`src/design/assert_macros.svh`:
```
// Assertion macros shared by the RTL; clocked on clk, disabled while arst_n is low.
`ifndef ASSERT_MACROS_SVH
`define ASSERT_MACROS_SVH

// Same-cycle implication.
`define ASSERT_IMPL(lbl, ante, cons, msg) \
	lbl: assert property (@(posedge clk) disable iff (!arst_n) (ante) |-> (cons)) \
		else $error(msg);

// Next-cycle implication.
`define ASSERT_NEXT(lbl, ante, cons, msg) \
	lbl: assert property (@(posedge clk) disable iff (!arst_n) (ante) |=> (cons)) \
		else $error(msg);

`endif

```
`src/design/hbbct_pkg.sv`:
```
// Package for the block cache tag store: sizes, codes, state and command types.
package hbbct_pkg;

	localparam int NUM_ENTRIES = 30;
	localparam int NUM_BUCKETS = 13;

	localparam int OP_W    = 2;
	localparam int DEV_W   = 8;
	localparam int BLK_W   = 32;
	localparam int IDX_W   = 5;
	localparam int TICK_W  = 31;
	localparam int SLOT_W  = 5;
	localparam int FAULT_W = 2;
	localparam int REF_W   = 8;

	localparam int ENT_W  = $clog2(NUM_ENTRIES);
	localparam int BKT_W  = (NUM_BUCKETS > 1) ? $clog2(NUM_BUCKETS) : 1;

	// bucket residue in three steps: byte sum weighted by 2^(8j) mod NUM_BUCKETS,
	// quotient by reciprocal multiplication, remainder
	localparam int DIG_STEPS = 3;
	localparam int DIG_CNT_W = $clog2(DIG_STEPS);
	localparam int RES_W     = 16;
	localparam int RECIP_SH  = RES_W + 6;
	localparam int MUL_W     = RES_W + RECIP_SH + 1;
	localparam longint RECIP_M = ((longint'(1) << RECIP_SH) + NUM_BUCKETS - 1) / NUM_BUCKETS;
	localparam int BYTE_WT0  = 1 % NUM_BUCKETS;
	localparam int BYTE_WT1  = (1 << 8) % NUM_BUCKETS;
	localparam int BYTE_WT2  = (1 << 16) % NUM_BUCKETS;
	localparam int BYTE_WT3  = (1 << 24) % NUM_BUCKETS;

	localparam int BKT_BASE     = NUM_ENTRIES / NUM_BUCKETS;
	localparam int BKT_EXTRA    = NUM_ENTRIES % NUM_BUCKETS;
	localparam int BKT_BIG      = BKT_BASE + 1;
	localparam int BKT_BASE_DIV = (BKT_BASE == 0) ? 1 : BKT_BASE;
	localparam int BKT_SPLIT    = BKT_EXTRA * BKT_BIG;

	localparam logic [REF_W-1:0] REF_MAX = '1;

	typedef enum logic [OP_W-1:0] {
		OP_GET     = 2'd0,
		OP_RELEASE = 2'd1,
		OP_PIN     = 2'd2,
		OP_UNPIN   = 2'd3
	} op_t;

	localparam logic [FAULT_W-1:0] FAULT_OK     = 2'd0;
	localparam logic [FAULT_W-1:0] FAULT_NOFREE = 2'd1;
	localparam logic [FAULT_W-1:0] FAULT_REFCNT = 2'd2;

	typedef enum logic [1:0] {
		ST_IDLE,
		ST_BUCKET,
		ST_SCAN,
		ST_EXEC
	} state_t;

	typedef struct packed {
		logic capture;
		logic dig_step;
		logic scan_step;
		logic exec;
	} dp_cmd_t;

	typedef struct packed {
		logic dig_last;
		logic scan_last;
		logic out_free;
	} dp_status_t;

	// reset bucket of an entry: buckets dealt in index order, the first ones one larger
	function automatic logic [BKT_W-1:0] init_bucket(input int e);
		int b;
		if (e < BKT_SPLIT)
			b = e / BKT_BIG;
		else
			b = BKT_EXTRA + (e - BKT_SPLIT) / BKT_BASE_DIV;
		return BKT_W'(b);
	endfunction

endpackage

```
`src/design/hbbct_ctrl.sv`:
```
// Controller state machine for the block cache tag store.
module hbbct_ctrl (
	input  logic                   clk,
	input  logic                   arst_n,
	input  logic                   in_valid,
	input  hbbct_pkg::op_t         op,
	input  hbbct_pkg::dp_status_t  status,
	output logic                   in_stall,
	output hbbct_pkg::dp_cmd_t     cmd
);
	import hbbct_pkg::*;

	state_t state_q, state_d;

	always_ff @(posedge clk or negedge arst_n) begin
		if (!arst_n) begin
			state_q <= ST_IDLE;
		end else begin
			state_q <= state_d;
		end
	end

	always_comb begin
		state_d = state_q;
		unique case (state_q)
			ST_IDLE: begin
				if (in_valid) begin
					state_d = (op == OP_GET) ? ST_BUCKET : ST_EXEC;
				end
			end
			ST_BUCKET: begin
				if (status.dig_last) state_d = ST_SCAN;
			end
			ST_SCAN: begin
				if (status.scan_last) state_d = ST_EXEC;
			end
			ST_EXEC: begin
				if (status.out_free) state_d = ST_IDLE;
			end
		endcase
	end

	always_comb begin
		in_stall      = (state_q != ST_IDLE);
		cmd.capture   = (state_q == ST_IDLE) && in_valid;
		cmd.dig_step  = (state_q == ST_BUCKET);
		cmd.scan_step = (state_q == ST_SCAN);
		cmd.exec      = (state_q == ST_EXEC) && status.out_free;
	end

endmodule

```
`config.mk`:
```
export PLATFORM = sky130hd
export DESIGN_NAME = hbbct_ctrl
export DESIGN_NICKNAME = d
export VERILOG_FILES = /design/src/design/assert_macros.svh /design/src/design/hbbct_pkg.sv /design/src/design/hbbct_ctrl.sv
export SDC_FILE = /design/constraint.sdc
export NUM_CORES = 1
export LEC_CHECK = 0
export ABC_AREA = 0
export BUFFER_PORTS_ARGS = -buffer_cell sky130_fd_sc_hd__buf_4
export CAP_MARGIN = 5
export CORE_AREA = 2 2 39 41
export DETAILED_ROUTE_END_ITERATION = 10
export DIE_AREA = 0 0 41 43
export SLEW_MARGIN = 20
export SYNTH_ARGS = -nofsm -noshare
export SYNTH_HDL_FRONTEND = slang
export SYNTH_SLANG_ARGS = --single-unit
```
`constraint.sdc`:
```
create_clock -name clk -period 2.76 [get_ports clk]
set_input_delay 0.138 -clock clk [delete_from_list [all_inputs] [get_ports clk]]
set_output_delay 0.138 -clock clk [all_outputs]
set_load 0.01 [all_outputs]
```
Word level (Yosys, flattened, before mapping). Index checks and enable logic that the tools add are counted.

Register bits after elaboration: 2. Input port bits: 8. Output and inout bits: 5. Word-level logic and storage cells: 20.

Equal/unequal tests: 7. Multiplexer cells: 6. Reductions and logical operators: 6.

Operators by type and width (count): 2-bit two-way mux (5); 2-bit inequality test, second input constant (4); 2-bit one-hot mux with 4 select lines (1); 2-bit equality test, second input constant (2); 2-bit logical NOT (2); 4-bit AND reduction (1); 2-bit by 1-bit equality test with 1-bit output, second input constant (1); 1-bit logical AND (2); 2-bit nonzero test (1).

Depth between registers and ports, before layout.
Depth in word-level cells: 4. Mapped depth: 5. Mapped depth without buffers: 5.

Least setup slack after synthesis. Ideal clock, no wire load.

Path type: register -> register. Start point: reg state_q[0]. End point: reg state_q[1]. Setup time: 0.125 ns. Data arrival time: 1.273 ns. Data required time: 2.635 ns. Slack: 1.362 ns. Stages on the path, launching flop included: 6. Path buffers: 0. Clock period less this slack: 1.398 ns. Cells stage by stage: dfrtp_1 -> inv_1 -> ha_1 -> nand2b_1 -> o2111a_2 -> mux2_4.

RTL lines: start, declared (RTL line hbbct_ctrl.sv:13) `state_t state_q, state_d;`; start signal, assigned (RTL line hbbct_ctrl.sv:19) `state_q <= state_d;`.

Worst setup path after layout.
Start point: reg state_q[1]. End point: reg state_q[1].

Cells in the longest elaborated chain, start to end: 3. Elaborated cells between the ends (all ways): 10. Those cells by class: eq/ne: 7; mux: 1; reduce/logical: 2.

Ends and longest elaborated chain: 2-bit by 1-bit equality test with 1-bit output, or another cell as far along (RTL line hbbct_ctrl.sv:25) `unique case (state_q)`; 2-bit inequality test (no source line); 4-bit AND reduction (no source line).

Parallel ways exist; a longest one is shown, timed or not. A chain may end at the register's enable or synchronous reset.

==> impl_metrics.tcl <==
set metrics [dict create \
    outcome "finished clean" \
    worst_slack_ns 1.325 \
    maxSlewHeadroom_pct 91.63 \
    chipWidth_um 41 \
    synthSimpleGateAreaFrac_pct 20.83 \
    drc 0 \
    gr-total-overflow 0 \
    place_congestion 0.6169 \
    post_cts_buffers 0 \
    fin_crit_sh_pct 51.99 \
    first_pass_iters 2 \
    cpPeakStageDelay_ns 0.40 \
    synth-async-reset-ratio_pct 100.0 \
    peakVddDrop_mv 0.2497 \
    vias 195 \
    synth.area.mux_share_pct 11.90 \
    fin_worst_skew_ns 0.0009825 \
    clk_latency_ns 0.23 \
    area_growth_pct 67.86 \
    dp_hpwl_um 359.7 \
    synth_most_common_cell "ha_1" \
    cpMaxStageDelayCell "dfrtp_1" \
    die_area_um2 1763 \
    syn-mean-instance-area_um2 9.555 \
    cts_sinks 2 \
    layout.cells.non_filler 54 \
    crit_chain "inv_1 -> ha_1 -> inv_2 -> o2111a_2 -> mux2_4" \
    synth_cell_types 12 \
    drive_gt1_share_pct 50.00 \
    synth-edff-count 0 \
    synthTopCellsByCount "ha_1, nand2b_1, nor2_1" \
    crit_required_ns 2.87 \
    arrival_ns 1.54 \
    numCtsBuffers 3 \
    io_pins 13 \
    gr-usage-all-layers_pct 5.823 \
    synthTopCellsByArea "ha_1, dfrtp_1, nand2b_1" \
    fp.dieH_um 43 \
    first_global_vias 171 \
    grt_max_degree 5 \
    critPathMaxFanout 4 \
    hold_viol 0 \
    power_uw 357.1 \
    cts_buffer_depth 2 \
    rsz0062_at_grt "false" \
    synthFlopType "dfrtp_1" \
    synthXorXnorAreaFrac_pct 0 \
    clockRootBuffer "clkbuf_4" \
    synth_top_family_by_area "adder cells" \
    dr.first_iter.drc_count 3 \
    port_buffers 12 \
    clock.fmax_ghz 0.6969 \
    yosysSeqAreaShare_pct 23.81 \
    syn_area_um2 210.2 \
    whs_ns 0.2327 \
    worstSetupPathType "register to register" \
    cts-hold-fix-buffers 1 \
    largest-register "state_q" \
    syn_inst 22 \
    postRouteAntennaNets 0 \
    largest_register_ffs 2 \
    synth_top_cell_area_share_pct 29.76 \
    wirelength_um 430 \
    critPathLaunchType "register" \
    grt_pass1_wl_um 593 \
    yosys.area.top_type "ha_1" \
    layout.nets 53 \
    antenna_found_initial 0 \
    reg.largest.list "state_q (2)" \
    ctsHtreeMaxLevel 1 \
    clk_transition_reported_paths_ns 0.03 \
    cts_tree "yes" \
    post-place-cells 50 \
    dpl_worst_slack_ns 1.311 \
    diodes 0 \
    core_area_um2 1384 \
    synthAdderAreaFrac_pct 29.76 \
    power_leakage_nw 0.1885 \
    setup_tns_ns 0 \
    synth_fp_nets 35 \
    initial_core_util_pct 15.19 \
    finalSetupViolations 0 \
    viasPerCell 3.611 \
    end_kind "register" \
    maxSlewViolCount 0 \
    powerDensity_nw_per_um2 1012 \
    synth_compound_area_share_pct 8.333 \
    cts_resized 0 \
    num_rows 14 \
    drv_cap 0 \
    yosys_warnings 0 \
    period_needed_ns 1.435 \
    worst_pin_slew_ns 0.1220 \
    hold_path_class "input port to asynchronous set/reset pin" \
    wire_per_inst_um 7.963 \
    synth-seq-cells 2 \
]
==> cells by family (layout without fill, tap and decap cells) <==
logic type                 after synthesis  in the layout
buffers and inverters                    3             19
muxes                                    2              2
adders and majority gates                5              5
DFF                                      2              2
AOI/OAI and AO/OA                        2              2
and+or+nand+nor                          8              8
==> worst paths after layout <==
kind                       startpoint         end  slack (ns)  depth (start not counted)
setup / recovery           state_q[1]  state_q[1]        1.33                          5
hold / removal                 arst_n  state_q[0]        0.23                          2
setup reg to reg           state_q[1]  state_q[1]        1.33                          5
hold reg to reg            state_q[1]  state_q[1]        0.58                          1
max in group asynchronous      arst_n  state_q[1]        2.44                          2
min in group clk                op[0]  state_q[1]        0.33                          4
==> layout make-up <==
cell class	count	area [um2]
Inverter	3	11.26
Sequential cell	2	50.05
Multi-Input combinational cell	17	148.9
Fill cell	156	1031
Clock buffer	3	22.52
Timing Repair Buffer	13	100.1
Tap cell	16	20.02
==> power breakdown <==
part           total (mW)  internal, mW  switching [mW]
sequential         0.0604        0.0465          0.0139
combinational       0.231         0.128           0.103
clock              0.0658        0.0480          0.0177
total               0.357         0.222           0.135
==> per-stage QoR <==
stage          util [%]  instance area (um2)
2_1_floorplan         -                210.2
3_3_place_gp      23.15                320.3
3_5_place_dp      23.15                320.3
4_1_cts           25.50                352.8
5_1_grt           25.50                352.8
6_report          25.50                352.8
==> metal layers <==
| layer | vias to the layer above | track usage [%] | share of wire [%] |
|---|---|---|---|
| li1 | 103 | - | - |
| met1 | 84 | 4.502 | 36 |
| met2 | 8 | 8.125 | 52 |
| met3 | 0 | 4.712 | 12 |
| met4 | 0 | 6.000 | 0 |
| met5 | - | 0 | 0 |
==> cell usage in the layout (no fill, tap or decap), types with 2 or more instances in the layout <==
cell and instances:
nand2b_1 3, inv_1 2, dfrtp_1 2, nor2_1 3, ha_1 5, clkbuf_4 3, buf_4 12
==> critical path, delay by kind of cell, from the launching register on <==
kind | cells | cell delay [ns]
adders and majority gates | 1 | 0.18
muxes | 1 | 0.30
buffers and inverters | 2 | 0.15
AOI/OAI and AO/OA | 1 | 0.28
DFF | 1 | 0.40
(Power assumes the default switching activity.)
